### src/hw/rtl/iqagc_pkg.sv
// Package for the I/Q magnitude averaging step AGC.
// Holds the widths, register map, reset values, state and step codes and
// the structs shared by the top level and the root unit. No dependencies.
package iqagc_pkg;

  // Fixed field widths
  localparam int SAMPLE_W   = 16;
  localparam int MAG_W      = 16;
  localparam int SQ_W       = 2 * MAG_W;
  localparam int ACC_W      = 32;
  localparam int WEIGHT_W   = 16;
  localparam int PROD_W     = ACC_W + WEIGHT_W;
  localparam int GAIN_W     = 4;
  localparam int STEP_W     = 2;
  localparam int ROOT_STEPS = MAG_W;

  // Configuration port
  localparam int CFG_ADDR_W = 5;
  localparam int CFG_DATA_W = 32;

  // Defaults for the top-level parameters
  localparam int DEF_AVG_STRIDE  = 4;
  localparam int DEF_INDEX_WIDTH = 48;

  // Register reset values
  localparam logic                RST_AUTO_GAIN  = 1'b1;
  localparam logic [GAIN_W-1:0]   RST_GAIN_LIMIT = 4'd6;
  localparam logic [MAG_W-1:0]    RST_LOWER_THR  = 16'd1638;
  localparam logic [MAG_W-1:0]    RST_UPPER_THR  = 16'd8192;
  localparam logic [WEIGHT_W-1:0] RST_AVG_WEIGHT = 16'd66;

  // Register indexes (byte address is four times the index)
  typedef enum logic [2:0] {
    REG_AUTO_GAIN  = 3'd0,
    REG_GAIN_LIMIT = 3'd1,
    REG_LOWER_THR  = 3'd2,
    REG_UPPER_THR  = 3'd3,
    REG_AVG_WEIGHT = 3'd4
  } cfg_reg_t;

  // Gain step reported with each word
  typedef enum logic [STEP_W-1:0] {
    STEP_NONE = 2'd0,
    STEP_UP   = 2'd1,
    STEP_DOWN = 2'd2
  } gain_step_t;

  // Sequencer states
  typedef enum logic [3:0] {
    ST_IDLE,
    ST_MUL_I,
    ST_MUL_Q,
    ST_SUM,
    ST_ROOT,
    ST_MUL_ACC,
    ST_MUL_MAG,
    ST_UPDATE,
    ST_DECIDE
  } iqagc_state_t;

  // Root unit request and response
  typedef struct packed {
    logic            start;
    logic [SQ_W-1:0] radicand;
  } sqrt_req_t;

  typedef struct packed {
    logic             done;
    logic [MAG_W-1:0] root;
  } sqrt_rsp_t;

endpackage

### src/hw/rtl/iqagc_mul.sv
// Shared registered multiplier, 32 x 16 bits unsigned.
// Depends on iqagc_pkg for operand widths.
module iqagc_mul
  import iqagc_pkg::*;
(
  input  logic                clk,
  input  logic [ACC_W-1:0]    op_a,
  input  logic [WEIGHT_W-1:0] op_b,
  output logic [PROD_W-1:0]   prod_r
);

  // Register the product; the sequencer picks it up in the following state
  always_ff @(posedge clk) begin
    prod_r <= {{WEIGHT_W{1'b0}}, op_a} * {{ACC_W{1'b0}}, op_b};
  end

endmodule

### config.mk
export PLATFORM = sky130hd
export DESIGN_NAME = iqagc_mul
export DESIGN_NICKNAME = d
export VERILOG_FILES = /design/src/hw/rtl/iqagc_pkg.sv /design/src/hw/rtl/iqagc_mul.sv
export SDC_FILE = /design/constraint.sdc
export NUM_CORES = 1
export LEC_CHECK = 0
export ABC_AREA = 1
export BUFFER_PORTS_ARGS = -buffer_cell sky130_fd_sc_hd__buf_2
export CAP_MARGIN = 40
export CORE_ASPECT_RATIO = 0.9
export CORE_MARGIN = 3
export CORE_UTILIZATION = 60
export CTS_CLUSTER_SIZE = 40
export DETAILED_ROUTE_END_ITERATION = 7
export GPL_TIMING_DRIVEN = 0
export PLACE_DENSITY_LB_ADDON = 0.25
export SETUP_SLACK_MARGIN = 0.02
export SKIP_CTS_REPAIR_TIMING = 1
export SLEW_MARGIN = 0
export SYNTH_ARGS = -nofsm -noshare
export SYNTH_HDL_FRONTEND = slang
export SYNTH_SLANG_ARGS = --single-unit
export TNS_END_PERCENT = 20
### constraint.sdc
create_clock -name clk -period 8.9 [get_ports clk]
set_input_delay 2.67 -clock clk [delete_from_list [all_inputs] [get_ports clk]]
set_output_delay 2.67 -clock clk [all_outputs]
set_load 0.1 [all_outputs]
Word-level counts from Yosys, hierarchy flattened
Cells that the tools add are included.
Storage, ports and cells
  input port bits: 49
  bits in registers: 48
  logic and storage cells: 2
  output and inout bits: 48
Cells by class
  $mul: 1
Operators with widths (count)
  32-bit by 16-bit multiplier with 48-bit output: 1

Logic depth before layout (Yosys ltp)
Gate-level depths: netlist of the first run.
  word-level depth: 1
  mapped depth: 27
  mapped depth without buffers: 25

Worst setup path after synthesis of the first run
Ideal clock, no wire load.
  path kind: input -> register
  start point: in op_a[29]
  end point: reg prod_r[42]
  stages on the path: 25
  setup time: 112 ps
  required time: 8788 ps
  path buffers: 2
  data arrival time: 7556 ps
  path slack: 1232 ps
  path through: clkbuf_1 -> clkbuf_1 -> nand2_1 -> fa_1 -> inv_1 -> fa_1 -> inv_1 -> fa_1 -> inv_1 -> fa_1 -> fa_1 -> inv_1 -> fa_1 -> inv_1 -> ha_1 -> nand2_1 -> inv_2 -> nand2_2 -> inv_1 -> a21oi_1 -> nor2_1 -> nor2_1 -> nand2_1 -> nand2_1 -> nand2_1
Between the ends
  cells in the longest elaborated chain, start to end: 1
Ends and longest elaborated chain
  start, declared: RTL line iqagc_mul.sv:7  | input logic [ACC_W-1:0] op_a,
  32-bit by 16-bit multiplier with 48-bit output: RTL line iqagc_mul.sv:14  | prod_r <= {{WEIGHT_W{1'b0}}, op_a} * {{ACC_W{1'b0}}, op_b};
  end signal, assigned: RTL line iqagc_mul.sv:14
  end, declared: RTL line iqagc_mul.sv:9  | output logic [PROD_W-1:0] prod_r
Every way passes these cells.

Worst setup path in the final report of the first run
  start point: in op_a[7]
  end point: reg prod_r[29]
Same word-level chain as after synthesis.

==> flow_summary.ini, run 1 <==
[die]
die-area_sq_mm = 0.0334
core-area_sq_mm = 0.0303
chipWidth_microns = 192
die_h_microns = 174
rows = 60
start_util_pct = 61.8
io_pins = 97

[global_route]
grt_pass1_vias = 16753
grtUsageTotal_pct = 35.6
grt_start_max_net_pins = 14
gr-total-overflow = 0
antenna_found_initial = 0
grt_pass1_wl_mm = 90.6

[clocking]
cts_buffers = 5
cts_sinks = 48
max-clock-path-buffers = 2
h-tree-depth = 2
cts.clk_slew.worst_paths_ns = 0.06
cts_tree = built
root_buffer = clkbuf_16

[logic_synthesis]
synth_fp_nets = 3168
yosys-top-cells-area = fa_1 (45%), nand2_1 (17%), inv_1 (16%), ha_1 (8.0%), dfxtp_1 (5.1%)
synth_top_family_by_area = adder cells
synth_fa_ha_area_share_pct = 52.6
syn_inst = 2581
synth_cell_types = 25
synth-seq-area-share_pct = 5.12
synth_seq_cells = 48
synth_top_cell_by_area = fa_1
syn_area_sq_mm = 0.0188
synth-simple-area-share_pct = 21.1
synth_top_area_share_pct = 44.6
synth_xor_area_share_pct = 1.31
synth_area_per_cell_sq_um = 7.27
synthMuxAreaShare_pct = 0
synth_compound_area_share_pct = 1.15
yosys_warnings = 0

[setup_path]
worstPathRequired_ns = 9.09
cp-start-kind = input pin
crit_arrival_ns = 8.78
crit_path_end_kind = flip-flop
path_max_fanout = 10
worst-setup-path-type = in -> reg

[timing]
setup_violations = 0
fmax_ghz = 0.116
maxSlewViolCount = 0
rsz0062_at_grt = false
tns_ns = 0
max_slew.worst_pin.slew_ns = 0.996
relSlewSlack_pct = 33.6
finalCritPeriodShare_pct = 96.6
hold_slack_ns = 2.65
hold_viol_final = 0
period_needed_ns = 8.59

[final_layout]
multi_input_area_sq_mm = 0.0143
num_antenna_cells = 0
reg_top3 = prod_r: 48 flops
layout-drive-gt1-share_pct = 4.69
largest_reg_flops = 48
top_register = prod_r
fillers = 2781
areaGrowthSynthToFinish_pct = 5.91
seq_area_sq_um = 961
fin_nets = 3251

[placement]
globalplace.congestion = 0.993
hpwlAfterDp_mm = 49.3
io_buffers = 64

[route]
drc_errors = 0
viasPerCell = 5.21
vias = 15994
ant_nets = 0
wl_per_cell_microns = 18.5
drt_first_iter_violations = 1386
wirelength_mm = 56.8
drtPass1Iterations = 8

[min_path]
hp-class = in -> reg

[status]
status = completed

[run]
cap_violations = 0
cells by family (layout without fill, tap and decap cells):
kind of cell,after synthesis,after routing
XOR/XNOR,28,28
buffers and inverters,932,1015
AND/OR/NAND/NOR,996,996
AO/OA/AOI/OAI,39,39
flip-flops,48,48
adder cells (fa/ha/maj),538,538
worst paths after layout:
path	startpoint	to	slack, ns	depth (start not counted)
worst max-delay path	op_a[7]	prod_r[29]	0.31	22
worst min-delay path	op_b[0]	prod_r[0]	2.65	3
metrics by stage:
stage,instance area (sq um),std cells,util (%),setup slack [ns]
floorplan,18800,2581,-,1.23
global placement,19600,3048,64.6,0.173
detailed placement,19700,3058,65.0,0.207
CTS,19800,3065,65.4,0.460
global route,19900,3067,65.5,0.0401
finish,19900,3067,65.5,0.306
Yosys cell counts, drive strengths merged:
cell type  instances
a21oi             28
nand3             42
nor4               1
clkbuf           112
dfxtp             48
or2                1
and2               1
a21o               1
ha               120
xor2              22
fa               418
xnor2              6
a31oi              4
inv              820
nand4              5
o21ai              1
nand2            869
nor2              74
nor3               3
o21bai             5
final cells by class:
type	instances	area share, %
Clock buffer	6	0.649
Buffer	112	2.12
Tap cell	403	2.54
Sequential cell	48	4.84
Clock inverter	1	0.0252
Inverter	820	15.5
Multi-Input combinational cell	1601	72.0
Timing Repair Buffer	76	2.37
worst max-delay path: stages:
cell and delay (ns):
clkbuf_1 0.38, clkbuf_1 0.69, nand2_1 0.18, fa_1 0.57
inv_1 0.05, fa_1 0.49, inv_1 0.05, fa_1 0.52
inv_1 0.05, fa_1 0.48, fa_1 0.52, inv_1 0.05
fa_1 0.57, inv_1 0.07, ha_1 0.42, nand2_2 0.13
nor2_2 0.18, nand2_1 0.12, nor2_1 0.15, nand2_1 0.07
nand3_1 0.09, xor2_1 0.25
per-layer routing:
layer | up-vias | wire length, microns | global-route usage, %
met5 | - | 0 | 0
met4 | 0 | 2350 | 12.1
met3 | 128 | 6920 | 11.7
met2 | 821 | 25100 | 53.7
met1 | 7819 | 22500 | 48.6
li1 | 7226 | - | -
placed cells by master, fill, tap and decap left out, types with 3 or more instances in the layout:
cell type  instances
a21oi_1           28
a31oi_1            4
buf_2             64
buf_6              8
buf_8              4
clkbuf_1         113
clkbuf_16          5
dfxtp_1           48
fa_1             418
ha_1             120
inv_1            815
inv_2              5
nand2_1          858
nand2_2           11
nand3_1           32
nand3_2           10
nand4_1            5
nor2_1            57
nor2_2            11
nor2_4             6
nor3_1             3
o21bai_1           5
xnor2_1            6
xor2_1            22
Power of run 1 is not shown: default switching activity piles up to over one toggle a cycle in this logic, so the estimate is an artifact.
==> run 2, diff against run 1 <==
--- a/config.mk
+++ b/config.mk
@@ -15,6 +15,7 @@
 export DETAILED_ROUTE_END_ITERATION = 7
 export GPL_TIMING_DRIVEN = 0
 export PLACE_DENSITY_LB_ADDON = 0.25
+export RECOVER_POWER = 25
 export SETUP_SLACK_MARGIN = 0.02
 export SKIP_CTS_REPAIR_TIMING = 1
 export SLEW_MARGIN = 0
==> run 2 against run 1 <==
- wire length about the same
- largest cell class unchanged
- final cell count unchanged
- maximum frequency up 0.48%
- critical path type unchanged
- global-route usage unchanged
- first-iteration DRC count up 9.5%
- non-clock buffer count unchanged
==> flow_summary.ini, run 2 (synthesized netlist as in run 1, its figures left out) <==
[final_layout]
reg_top3 = prod_r: 48 flops
largest_reg_flops = 48
layout_commonest_cell = nand2_1
top_register = prod_r
layout-drive-gt1-share_pct = 3.87
num_antenna_cells = 0
areaGrowthSynthToFinish_pct = 5.76
fin_nets = 3251
fillers = 2793
fin_util_pct = 65.4
final_cell_mix = nand2_1 (858), inv_1 (815), fa_1 (418), clkbuf_1 (135), ha_1 (120)

[timing]
finalCritPeriodShare_pct = 96.1
max_slew.worst_pin.slew_ns = 1.20
hold_viol_final = 0
fmax_ghz = 0.117
tns_ns = 0
relSlewSlack_pct = 20.4
rsz0062_at_grt = false
period_needed_ns = 8.55
setup_violations = 0
maxSlewViolCount = 0

[setup_path]
path_max_fanout = 10
crit_arrival_ns = 8.74
cp_slowest_cell = clkbuf_1
cpMostUsedCell = fa_1
worstPathRequired_ns = 9.09
cp-start-kind = input pin
worst-setup-path-type = in -> reg
critPathMaxStageDelay_ns = 0.69
path_cells = clkbuf_1, clkbuf_1, nand2_1, fa_1, inv_1, fa_1, inv_1, fa_1, inv_1, fa_1, fa_1, inv_1, fa_1, inv_1, ha_1, nand2_2, nor2_2, nand2_1, nor2_1, nand2_1, nand3_1, xor2_1
crit_path_end_kind = flip-flop

[die]
die-area_sq_mm = 0.0334
chipWidth_microns = 192
rows = 60
io_pins = 97
die_h_microns = 174
start_util_pct = 61.8
core-area_sq_mm = 0.0303

[route]
viasPerCell = 5.22
drt_first_iter_violations = 1518
ant_nets = 0
wirelength_mm = 56.8
vias = 16024
wl_per_cell_microns = 18.5
drtPass1Iterations = 8
drc_errors = 0

[status]
status = completed

[clocking]
cts_buffers = 5
cts_sinks = 48
root_buffer = clkbuf_16
cts_tree = built
cts.clk_slew.worst_paths_ns = 0.06
h-tree-depth = 2
max-clock-path-buffers = 2

[min_path]
whs_path_depth = 3
min_to = prod_r[0]
hp-class = in -> reg
min_from = op_b[0]

[placement]
globalplace.congestion = 0.993
hpwlAfterDp_mm = 49.3
io_buffers = 64

[global_route]
antenna_found_initial = 0
grt_pass1_wl_mm = 90.6
use_met1_pct = 48.6
grt_start_max_net_pins = 14
grt_pass1_vias = 16753
global_route.usage.met2_pct = 53.7
grtUsageTotal_pct = 35.6
busiest_layer = met2
grtUsageMet3_pct = 11.7
gr-total-overflow = 0

[run]
cap_violations = 0
run 2: cell count changes in the layout (fill, tap and decap cells not counted), sizes merged:
cell | before | now
clkbuf | 118 | 140
buf | 76 | 54
run 2: area by class of cell:
| class | count | area, sq um | share of cell area (%) |
|---|---|---|---|
| plain buffers | 112 | 420 | 2.12 |
| clock inverters | 1 | 5.00 | 0.0252 |
| inverters | 820 | 3080 | 15.5 |
| repair buffers | 76 | 443 | 2.23 |
| multi-input cells | 1601 | 14300 | 72.1 |
| clock buffers | 6 | 129 | 0.650 |
| flip-flops and latches | 48 | 961 | 4.84 |
| well taps | 403 | 504 | 2.54 |
run 2: per-layer routing:
metal	vias to the layer above	wire length, microns
li1	7221	-
met1	7823	22200
met2	857	25200
met3	123	7140
met4	0	2270
met5	-	0
run 2: worst max path at each step:
stage / end / start / depth (start not counted)
2_1_floorplan: prod_r[42] / op_a[29] / 25
3_3_place_gp: prod_r[47] / op_b[9] / 22
3_5_place_dp: prod_r[29] / op_a[7] / 22
4_1_cts: prod_r[29] / op_a[7] / 22
5_1_grt: prod_r[32] / op_a[7] / 27
6_report: prod_r[29] / op_a[7] / 22
run 2: through the flow:
stage	setup slack, ns	std cells	hold slack, ns	area [sq um]
floorplan	1.23	2581	2.76	18800
global route	0.0401	3067	2.67	19800
detailed placement	0.207	3058	2.94	19700
CTS	0.460	3065	2.64	19800
finish	0.347	3067	2.65	19800
global placement	0.173	3048	2.95	19600
run 2: worst max-delay path, delay by kind of cell:
| kind | cells | cell delay [ns] |
|---|---|---|
| buffers and inverters | 7 | 1.34 |
| adders and majority gates | 7 | 3.57 |
| and+or+nand+nor | 7 | 0.91 |
| xor gates and xnor gates | 1 | 0.25 |
Power of run 2 is left out for the same reason.
