### src/hw/rtl/iqagc_pkg.sv
// Package for the I/Q magnitude averaging step AGC.
// Holds the widths, register map, reset values, state and step codes and
// the structs shared by the top level and the root unit. No dependencies.
package iqagc_pkg;

  // Fixed field widths
  localparam int SAMPLE_W   = 16;
  localparam int MAG_W      = 16;
  localparam int SQ_W       = 2 * MAG_W;
  localparam int ACC_W      = 32;
  localparam int WEIGHT_W   = 16;
  localparam int PROD_W     = ACC_W + WEIGHT_W;
  localparam int GAIN_W     = 4;
  localparam int STEP_W     = 2;
  localparam int ROOT_STEPS = MAG_W;

  // Configuration port
  localparam int CFG_ADDR_W = 5;
  localparam int CFG_DATA_W = 32;

  // Defaults for the top-level parameters
  localparam int DEF_AVG_STRIDE  = 4;
  localparam int DEF_INDEX_WIDTH = 48;

  // Register reset values
  localparam logic                RST_AUTO_GAIN  = 1'b1;
  localparam logic [GAIN_W-1:0]   RST_GAIN_LIMIT = 4'd6;
  localparam logic [MAG_W-1:0]    RST_LOWER_THR  = 16'd1638;
  localparam logic [MAG_W-1:0]    RST_UPPER_THR  = 16'd8192;
  localparam logic [WEIGHT_W-1:0] RST_AVG_WEIGHT = 16'd66;

  // Register indexes (byte address is four times the index)
  typedef enum logic [2:0] {
    REG_AUTO_GAIN  = 3'd0,
    REG_GAIN_LIMIT = 3'd1,
    REG_LOWER_THR  = 3'd2,
    REG_UPPER_THR  = 3'd3,
    REG_AVG_WEIGHT = 3'd4
  } cfg_reg_t;

  // Gain step reported with each word
  typedef enum logic [STEP_W-1:0] {
    STEP_NONE = 2'd0,
    STEP_UP   = 2'd1,
    STEP_DOWN = 2'd2
  } gain_step_t;

  // Sequencer states
  typedef enum logic [3:0] {
    ST_IDLE,
    ST_MUL_I,
    ST_MUL_Q,
    ST_SUM,
    ST_ROOT,
    ST_MUL_ACC,
    ST_MUL_MAG,
    ST_UPDATE,
    ST_DECIDE
  } iqagc_state_t;

  // Root unit request and response
  typedef struct packed {
    logic            start;
    logic [SQ_W-1:0] radicand;
  } sqrt_req_t;

  typedef struct packed {
    logic             done;
    logic [MAG_W-1:0] root;
  } sqrt_rsp_t;

endpackage

### src/hw/rtl/iqagc_sqrt.sv
// Iterative floor square root, one result bit per cycle.
// Depends on iqagc_pkg for widths and the request/response structs.
module iqagc_sqrt
  import iqagc_pkg::*;
(
  input  logic      clk,
  input  logic      rst_n,
  input  sqrt_req_t req,
  output sqrt_rsp_t rsp
);

  localparam int REM_W = MAG_W + 4;
  localparam int CNT_W = $clog2(ROOT_STEPS);

  logic [SQ_W-1:0]  x_r;
  logic [REM_W-1:0] rem_r;
  logic [MAG_W-1:0] root_r;
  logic [CNT_W-1:0] cnt_r;
  logic             busy_r;
  logic             done_r;

  logic [REM_W-1:0] rem_sh;
  logic [REM_W-1:0] trial;
  logic             fits;

  // Bring down two radicand bits and try the next root bit
  always_comb begin
    rem_sh = {rem_r[REM_W-3:0], x_r[SQ_W-1 -: 2]};
    trial  = {2'b00, root_r, 2'b01};
    fits   = (rem_sh >= trial);
  end

  // Control: busy while the ROOT_STEPS root bits are formed, then a one-cycle done pulse
  always_ff @(posedge clk) begin
    if (!rst_n) begin
      busy_r <= 1'b0;
      done_r <= 1'b0;
      cnt_r  <= '0;
    end else begin
      done_r <= 1'b0;
      if (req.start) begin
        busy_r <= 1'b1;
        cnt_r  <= '0;
      end else if (busy_r) begin
        cnt_r <= cnt_r + 1'b1;
        if (cnt_r == CNT_W'(ROOT_STEPS - 1)) begin
          busy_r <= 1'b0;
          done_r <= 1'b1;
        end
      end
    end
  end

  // Datapath: remainder, root and shifting radicand
  always_ff @(posedge clk) begin
    if (req.start) begin
      x_r    <= req.radicand;
      rem_r  <= '0;
      root_r <= '0;
    end else if (busy_r) begin
      x_r    <= {x_r[SQ_W-3:0], 2'b00};
      rem_r  <= fits ? (rem_sh - trial) : rem_sh;
      root_r <= {root_r[MAG_W-2:0], fits};
    end
  end

  assign rsp.done = done_r;
  assign rsp.root = root_r;

endmodule

### config.mk
export PLATFORM = sky130hd
export DESIGN_NAME = iqagc_sqrt
export DESIGN_NICKNAME = d
export VERILOG_FILES = /design/src/hw/rtl/iqagc_pkg.sv /design/src/hw/rtl/iqagc_sqrt.sv
export SDC_FILE = /design/constraint.sdc
export NUM_CORES = 1
export LEC_CHECK = 0
export BUFFER_PORTS_ARGS = -buffer_cell sky130_fd_sc_hd__buf_2
export CORE_UTILIZATION = 53
export DETAILED_ROUTE_END_ITERATION = 12
export GPL_TIMING_DRIVEN = 0
export PLACE_DENSITY = 0.82
export SLEW_MARGIN = 30
export SYNTH_ARGS = -nofsm -noshare
export SYNTH_HDL_FRONTEND = slang
export SYNTH_SLANG_ARGS = --single-unit
### constraint.sdc
create_clock -name clk -period 2.3 [get_ports clk]
set_input_delay 0.345 -clock clk [delete_from_list [all_inputs] [get_ports clk]]
set_output_delay 0.345 -clock clk [all_outputs]
set_load 0.05 [all_outputs]
Word-level counts from Yosys, hierarchy flattened
Index checks and enable logic that the tools add are counted.
{"block": "totals", "ff_bits": 72, "latchBits": 0, "ram_bits": 0, "romBits": 0, "input_bits": 35, "out_inout_bits": 17, "elab_cells": 22, "memories": 0}
{"block": "classes", "n_addsub": 2, "n_mul": 0, "div_mod_pow": 0, "order_cmp": 1, "n_eq_ne": 1, "n_shift": 0, "mux": 7, "n_bitwise": 2, "n_reduce_logical": 3}
{"op": "$mux 32", "n": 2}
{"op": "$ge 20x18->1", "n": 1}
{"op": "$mux 18", "n": 1}
{"op": "$sub 18x18->18", "n": 1}
{"op": "$add 4x1->4 const B", "n": 1}
{"op": "$eq 4x4->1 const B", "n": 1}
{"op": "$mux 1", "n": 4}
{"op": "$reduce_or 3->1", "n": 1}
{"op": "$not 1->1", "n": 2}
{"op": "$reduce_bool 2->1", "n": 1}
{"op": "$reduce_or 2->1", "n": 1}

Longest topological paths before layout
Gate-level depths: netlist (run 1).
{"block": "logic_depth", "word_depth": 4, "mapped_depth": 11, "depth_no_buf": 8}

Worst setup path before layout (run 1)
OpenSTA, ideal clock, no wires.
{"block": "synth_timing", "path_type": "register to register", "startpoint": "reg root_r[7]", "endpoint": "reg rem_r[7]", "setup_ns": 0.103, "t_arrival_ns": 2.577, "required_time_ns": 2.197, "slack_ns": -0.380, "stages_incl_launch_ff": 11, "n_path_buf": 2, "period_less_slack_ns": 2.680, "path_cell_list": "dfxtp_1 -> inv_1 -> ha_1 -> buf_6 -> a21o_1 -> a221o_1 -> a211oi_2 -> or2_1 -> buf_4 -> nand2_1 -> a2111oi_2"}
{"block": "synth_via", "elab_chain_cells": 2}
{"element": "from (decl)", "line_no": "iqagc_sqrt.sv:17", "rtl": "logic [MAG_W-1:0] root_r;"}
{"element": "from (signal assigned)", "line_no": "iqagc_sqrt.sv:63", "rtl": "root_r <= {root_r[MAG_W-2:0], fits};"}
{"element": "$ge 20x18->1", "line_no": "iqagc_sqrt.sv:30", "rtl": "fits = (rem_sh >= trial);"}
{"element": "$mux 18", "line_no": "iqagc_sqrt.sv:62", "rtl": "rem_r <= fits ? (rem_sh - trial) : rem_sh;"}
{"element": "to (signal assigned)", "line_no": "iqagc_sqrt.sv:62"}
{"element": "to (decl)", "line_no": "iqagc_sqrt.sv:16", "rtl": "logic [REM_W-1:0] rem_r;"}
No other way between the ends.
A chain may end at the register's enable or synchronous reset.

Final worst setup path (run 1)
{"block": "layout_timing", "startpoint": "reg root_r[5]", "endpoint": "reg rem_r[8]"}
{"block": "layout_via", "elab_chain_cells": 2, "elab_cells_between_ends": 3, "cone_classes": "1 x add/sub; 1 x order compare; 1 x mux"}
{"element": "$sub 18x18->18 or $ge 20x18->1 (tied branches)", "line_no": "iqagc_sqrt.sv:62, iqagc_sqrt.sv:30"}
{"element": "$mux 18 *", "line_no": "iqagc_sqrt.sv:62"}
Mark *: on every way between the ends. The rest lies on a longest branch, timed or not.

==> run_results.csv, run 1 <==
group,metric,value,unit
logic_synthesis,synth.area.top_cells,"edfxtp_1 23%, dfxtp_1 19%, mux2_2 8.1%, ha_1 5.7%, mux2i_1 4.1%",
timing,post-route-period-util,104,%
min_path,min_from,"rst_n",
critical_path,r2r_cells,11,
timing,post-route-min-period,2.40,ns
run_status,outcome,"finished with violations",
clocking,tritoncts,"yes",
clocking,cts_hold_buf,0,
route,ant_nets,0,
die,dieArea,8230,µm²
logic_synthesis,synthArstFlopShare,0,%
run_status,violations,"negative setup slack",
power_and_ir_drop,leakage,2.18,nW
logic_synthesis,synth_xor_area_share,2.52,%
timing,slew_headroom,43.9,%
timing,setup_ws,-0.102,ns
route,wl,12.8,mm
grt,antenna_found_initial,0,
timing,maxSlewViolCount,0,
power_and_ir_drop,power_density,1540,nW/µm²
clocking,worstSkewPairLatency,0.36,ns
grt,grt_pass1_vias,3587,
timing,finalHoldViolations,0,
placed_design,portBuffers,50,
clocking,clock-sinks,72,
route,wl_per_cell,20.8,µm
finish,n_antenna_cell,0,
logic_synthesis,synth_fa_ha_area_share,5.70,%
critical_path,cp-startpoint,"root_r[5]$_SDFFE_PP0P_",
grt,grt_util_all_layers,26.3,%
grt,overflow,0,
logic_synthesis,synth-edff-count,32,
power_and_ir_drop,ir_worst_vdd,1.13,mV
logic_synthesis,synth.avg_cell_area,10.2,µm²
critical_path,startpoint_type,"flop",
logic_synthesis,synthCells,411,
critical_path,cp_data_arrival_time,2.67,ns
die,placement_rows,31,
logic_synthesis,synthFlopType,"dfxtp_1",
route,drt_iter0_drc,446,
logic_synthesis,synth-simple-area-share,13.8,%
clocking,cts_made_buffers,9,
logic_synthesis,syn_area,4170,µm²
min_path,hold_depth,2,
clocking,clockBufferDepth,2,
die,io-pin-count,52,
critical_path,crit_family,"compound AO/OA/AOI/OAI gates",
route,drc_errors,0,
finish,fin_cells,614,
logic_synthesis,synth_commonest_cells,"40 x dfxtp_1, 40 x nor2_1, 32 x edfxtp_1",
route,vias_per_cell,6.43,
critical_path,cp_slowest_cell,"or4_1",
logic_synthesis,synth.largest_area_cell,"edfxtp_1",
grt,grt_pass1_wl,17.1,mm
logic_synthesis,synth_nets,465,
timing,setup-tns-final,-0.773,ns
critical_path,r2r-start,"root_r[5]$_SDFFE_PP0P_",
critical_path,crit_buf_inv,4,
logic_synthesis,synth_top_family_by_area,"compound AO/OA/AOI/OAI gates",
route,vias,3950,
timing,clock_skew,0.0125,ns
finish,fin_util,75.5,%
die,start_util,56.0,%
critical_path,endpoint_kind,"flop",
clocking,cts_root_buf,"clkbuf_8",
critical_path,crit_top_cell,"buf_8",
logic_synthesis,synth_mux_area_share,12.2,%
logic_synthesis,ys_seq_area_share,42.2,%
die,chipHeight,90.7,µm
placed_design,dp.cells,560,
logic_synthesis,synthDistinctLibCells,60,
critical_path,path_cells,"inv_1 > ha_4 > buf_8 > nand3_4 > or4_1 > a21o_1 > o31ai_4 > buf_12 > buf_8 > o21ai_1 > a311oi_2",
die,die_w,90.7,µm
logic_synthesis,synth_top_area_share,23.0,%
clocking,h-tree-depth,3,
clocking,clk_pin_slew,0.08,ns
critical_path,crit_required,2.57,ns
finish,finalNetCount,564,
placed_design,place.gp.congestion,0.896,
critical_path,critPathMaxStageDelay,0.51,ns
timing,worst_pin_slew,0.839,ns
critical_path,critical_path_class,"flop to flop",
logic_synthesis,synth_seq_cells,72,
grt,grt_max_degree,33,
power_and_ir_drop,p_total,8.65,mW
logic_synthesis,yosys_warnings,0,
finish,drive_gt1_share,46.2,%
flow_run,maxCapViolations,0,
die,core_area,7450,µm²
route,drtPass1Iterations,5,
timing,max_freq,416,MHz
logic_synthesis,synth_compound_area_share,16.5,%
finish,areaGrowthSynthToFinish,34.6,%
timing,grt_setup_unrepaired,"true",
placed_design,dp_hpwl,7.24,mm
critical_path,cp.depth,11,
min_path,min_path_type,"primary input to flop",
critical_path,critPathMaxFanout,6,
timing,setup_viol,13,
==> flip-flops by register name, summed over array words and instances (netlist names) <==
| signal | cells |
|---|---|
| rem_r | 18 |
| x_r | 32 |
| root_r | 16 |
| cnt_r | 4 |
| busy_r | 1 |
| done_r | 1 |
==> layer usage <==
metal / GRT usage [%] / wire, µm / up-vias
met4: 11.6 / 513 / 0
li1: - / - / 1727
met2: 42.9 / 6170 / 244
met1: 33.2 / 5080 / 1915
met3: 5.72 / 1010 / 64
met5: 0 / 0 / -
==> power breakdown <==
group	switching [mW]	internal, mW	leakage (nW)	total [mW]
clock network	0.521	0.619	0.108	1.14
registers	0.200	1.52	0.663	1.72
logic	3.03	2.75	1.41	5.78
total	3.75	4.90	2.18	8.65
==> kinds of logic (layout without fill, tap and decap cells) <==
logic type,count (synthesis),count (layout)
buffers and inverters,48,152
DFF,72,72
xor gates and xnor gates,12,12
and+or+nand+nor,117,117
AOI/OAI and AO/OA,96,96
adders and majority gates,19,19
muxes,47,47
==> final timing paths <==
| check | slack, ns | end |
|---|---|---|
| worst max-delay path | -0.10 | rem_r[8]$_SDFFE_PP0P_ |
| worst max register to register | -0.10 | rem_r[8]$_SDFFE_PP0P_ |
| worst min-delay path | 0.22 | busy_r$_SDFF_PN0_ |
| worst min register to register | 0.48 | done_r$_SDFF_PP0_ |
==> timing repair <==
item / 4_1_cts / 5_1_grt
endpoints found under the setup margin: 19 / 19
setup buffers: 20 / 19
resized for setup: 30 / 51
cloned: 2 / 1
pin swaps: 18 / 33
endpoints found under the hold margin: 0 / 0
==> through the flow <==
step	setup WS (ns)	hold slack (ns)	cell area [µm²]
3_5_place_dp	-0.304	0.473	4650
6_report	-0.102	0.216	5620
4_1_cts	-0.123	0.222	5190
3_3_place_gp	-0.237	0.460	4650
2_1_floorplan	-0.00921	0.439	4270
5_1_grt	-0.171	0.217	5620
==> cells in the final DEF, fill, tap and decap left out, drive strengths merged, types with 4 or more instances in the layout <==
| master | count |
|---|---|
| a211oi | 6 |
| a21o | 5 |
| a21oi | 14 |
| a311oi | 10 |
| a31oi | 6 |
| and2 | 6 |
| buf | 101 |
| clkbuf | 21 |
| dfxtp | 40 |
| edfxtp | 32 |
| ha | 19 |
| inv | 25 |
| mux2 | 30 |
| mux2i | 17 |
| nand2 | 19 |
| nand2b | 5 |
| nand3 | 14 |
| nand4 | 6 |
| nor2 | 40 |
| nor3 | 7 |
| nor4 | 4 |
| o211ai | 5 |
| o21ai | 23 |
| o21bai | 4 |
| xnor2 | 9 |
==> cell type report <==
class	count	area, µm²
plain buffers	20	194
multi-input cells	291	2540
repair buffers	92	624
well taps	99	124
clock buffers	10	128
flip-flops and latches	72	1820
clock inverters	6	92.6
inverters	24	95.1
fillers	456	1830
Power figures use the tool's default switching activity.
==> run 2: changes to the inputs <==
- CELL_PAD_IN_SITES_DETAIL_PLACEMENT: not set -> 0
- CELL_PAD_IN_SITES_GLOBAL_PLACEMENT: not set -> 1
- CORE_UTILIZATION: 53 -> 41
- PLACE_DENSITY: 0.82 -> 0.81
- REMOVE_ABC_BUFFERS: not set -> 1
==> run 2 against run 1 <==
  * The flow still finishes with violations (negative setup slack)
  * Combinational power decreased by 9.5%
  * Setup slack got worse by 0.12 ns
  * Register-to-register slack got worse by 0.12 ns
  * Sequential share of layout area grew 0.64 points
  * Cell count rose by 2.9%
  * Total power is 9.1% lower
  * Largest cell class unchanged
==> run_results.csv, run 2 (synthesis gave the netlist of run 1 again) <==
group,metric,value,unit
route,vias,3588,
clocking,cts_root_buf,"clkbuf_8",
critical_path,r2r-start,"root_r[13]$_SDFFE_PP0P_",
die,chipHeight,103,µm
critical_path,cp_data_arrival_time,2.75,ns
finish,areaGrowthSynthToFinish,29.9,%
route,wl_per_cell,17.1,µm
critical_path,r2r_cells,9,
route,drt-met1-wl,4.49,mm
timing,clock_skew,0.00812,ns
clocking,h-tree-depth,3,
critical_path,endpoint_kind,"flop",
flow_run,maxCapViolations,0,
route,wl,10.8,mm
placed_design,dp_hpwl,6.32,mm
die,io-pin-count,52,
finish,regMostFlops,"x_r",
critical_path,cp_slowest_cell,"or4_4",
power_and_ir_drop,sw_frac_of_total,44.1,%
power_and_ir_drop,power_density,1450,nW/µm²
placed_design,portBuffers,51,
timing,slew_headroom,50.4,%
timing,worst_pin_slew,0.744,ns
finish,n_antenna_cell,0,
power_and_ir_drop,pwr-share-comb,66.5,%
grt,grt_util_all_layers,20.3,%
die,core_area,9820,µm²
route,drt_iter0_drc,292,
critical_path,critPathMaxStageDelay,0.49,ns
power_and_ir_drop,power_frac_clock,11.5,%
critical_path,critical_path_class,"flop to flop",
route,dr_wl_met3,735,µm
die,dieArea,10600,µm²
grt,grt_pass1_wl,16.4,mm
power_and_ir_drop,leakage,2.09,nW
finish,drive_gt1_share,44.5,%
critical_path,startpoint_type,"flop",
clocking,clock-sinks,72,
power_and_ir_drop,power_frac_seq,21.9,%
power_and_ir_drop,intPower,4.39,mW
placed_design,place.gp.congestion,0.867,
route,drc_errors,0,
clocking,clockBufferDepth,2,
route,vias_per_cell,5.68,
timing,setup_ws,-0.221,ns
route,drtPass1Iterations,5,
grt,grt_pass1_vias,3372,
run_status,violations,"negative setup slack",
timing,grt_setup_unrepaired,"true",
critical_path,crit_family,"compound AO/OA/AOI/OAI gates",
grt,antenna_found_initial,0,
power_and_ir_drop,ir_worst_vdd,0.647,mV
route,route.met2.wl,5.13,mm
clocking,tritoncts,"yes",
clocking,clk_pin_slew,0.07,ns
finish,fin_util,55.2,%
route,ant_nets,0,
finish,top_regs,"x_r (32), rem_r (18), root_r (16)",
timing,post-route-period-util,110,%
critical_path,r2r_end,"rem_r[8]$_SDFFE_PP0P_",
die,placement_rows,36,
timing,post-route-min-period,2.52,ns
die,start_util,42.5,%
power_and_ir_drop,p_sw,3.47,mW
critical_path,critPathMaxFanout,8,
critical_path,r2r_setup_slack,-0.22,ns
finish,largest_register_ffs,32,
critical_path,crit_buf_inv,2,
placed_design,dp_slack,-0.721,ns
grt,grt_max_degree,65,
finish,mostFrequentLayoutCells,"50 x buf_2, 39 x nor2_1, 37 x buf_4",
timing,maxSlewViolCount,0,
timing,setup_viol,15,
run_status,outcome,"finished with violations",
clocking,cts_made_buffers,9,
timing,max_freq,397,MHz
critical_path,crit_required,2.53,ns
die,die_w,103,µm
route,highest_layer,"met4",
clocking,worstSkewPairLatency,0.34,ns
finish,finalNetCount,549,
grt,overflow,0,
finish,layout.cells.most_common,"buf_2",
critical_path,path_cells,"inv_1 > ha_4 > nand4_1 > or4_4 > a21o_4 > o31ai_4 > buf_12 > o21ai_1 > a311oi_1",
critical_path,cp-endpoint,"rem_r[8]$_SDFFE_PP0P_",
timing,setup-tns-final,-0.876,ns
timing,finalHoldViolations,0,
critical_path,cp-startpoint,"root_r[13]$_SDFFE_PP0P_",
critical_path,cp.depth,9,
min_path,min_path_type,"primary input to flop",
[run 2: cell count changes in the layout (fill, tap and decap cells not counted), sizes merged]
cell,change
buf,-6
inv,-1
o31ai,+1
clkinvlp,-1
clkbuf,-5
clkinv,-2
bufinv,-2
[run 2: repair_timing]
item | CTS | global route
setup endpoints to repair | 19 | 19
hold buffers | 0 | 0
pin swaps | 24 | 32
cloned | 1 | 1
resized for setup | 63 | 41
setup buffers | 30 | 13
[run 2: layout make-up]
cell class,count,area [µm²]
multi-input combinational,292,2520
clock buffer,15,176
inverter,24,90.1
fill,831,4400
tap,133,166
timing repair buffer,96,678
sequential,72,1790
[run 2: worst min path at each step]
stage | start | end | slack (ns) | depth (start not counted)
6_report | rst_n | busy_r$_SDFF_PN0_ | 0.22 | 2
5_1_grt | rst_n | busy_r$_SDFF_PN0_ | 0.22 | 2
4_1_cts | rst_n | busy_r$_SDFF_PN0_ | 0.20 | 2
3_5_place_dp | cnt_r[3]$_SDFFE_PP0P_ | done_r$_SDFF_PP0_ | 0.46 | 2
3_3_place_gp | cnt_r[3]$_SDFFE_PP0P_ | done_r$_SDFF_PP0_ | 0.46 | 2
2_1_floorplan | req[32] | rem_r[7]$_SDFFE_PP0P_ | 0.41 | 1
[run 2: metrics by stage]
| step | hold slack (ns) | total power, mW | instance area, µm² | cells |
|---|---|---|---|---|
| final | 0.222 | 7.86 | 5420 | 632 |
| after global routing | 0.224 | 8.25 | 5420 | 632 |
| after CTS | 0.202 | 6.94 | 5160 | 618 |
| after detailed placement | 0.464 | 4.73 | 4420 | 572 |
| after global placement | 0.455 | 4.80 | 4390 | 571 |
| after floorplan | 0.414 | 3.95 | 3970 | 387 |
[run 2: power by group through the flow]
stage               registers, mW  clock network (mW)  logic [mW]
floorplan                    1.69                   0        2.26
detailed placement           1.69                   0        3.04
CTS                          1.70               0.934        4.31
global placement             1.70                   0        3.10
global route                 1.74               0.977        5.53
finish                       1.72               0.906        5.23
[run 2: per-layer routing]
metal,up-vias,global-route usage [%]
met2,155,32.1
li1,1710,-
met5,-,0
met1,1689,25.0
met4,0,12.4
met3,34,4.95
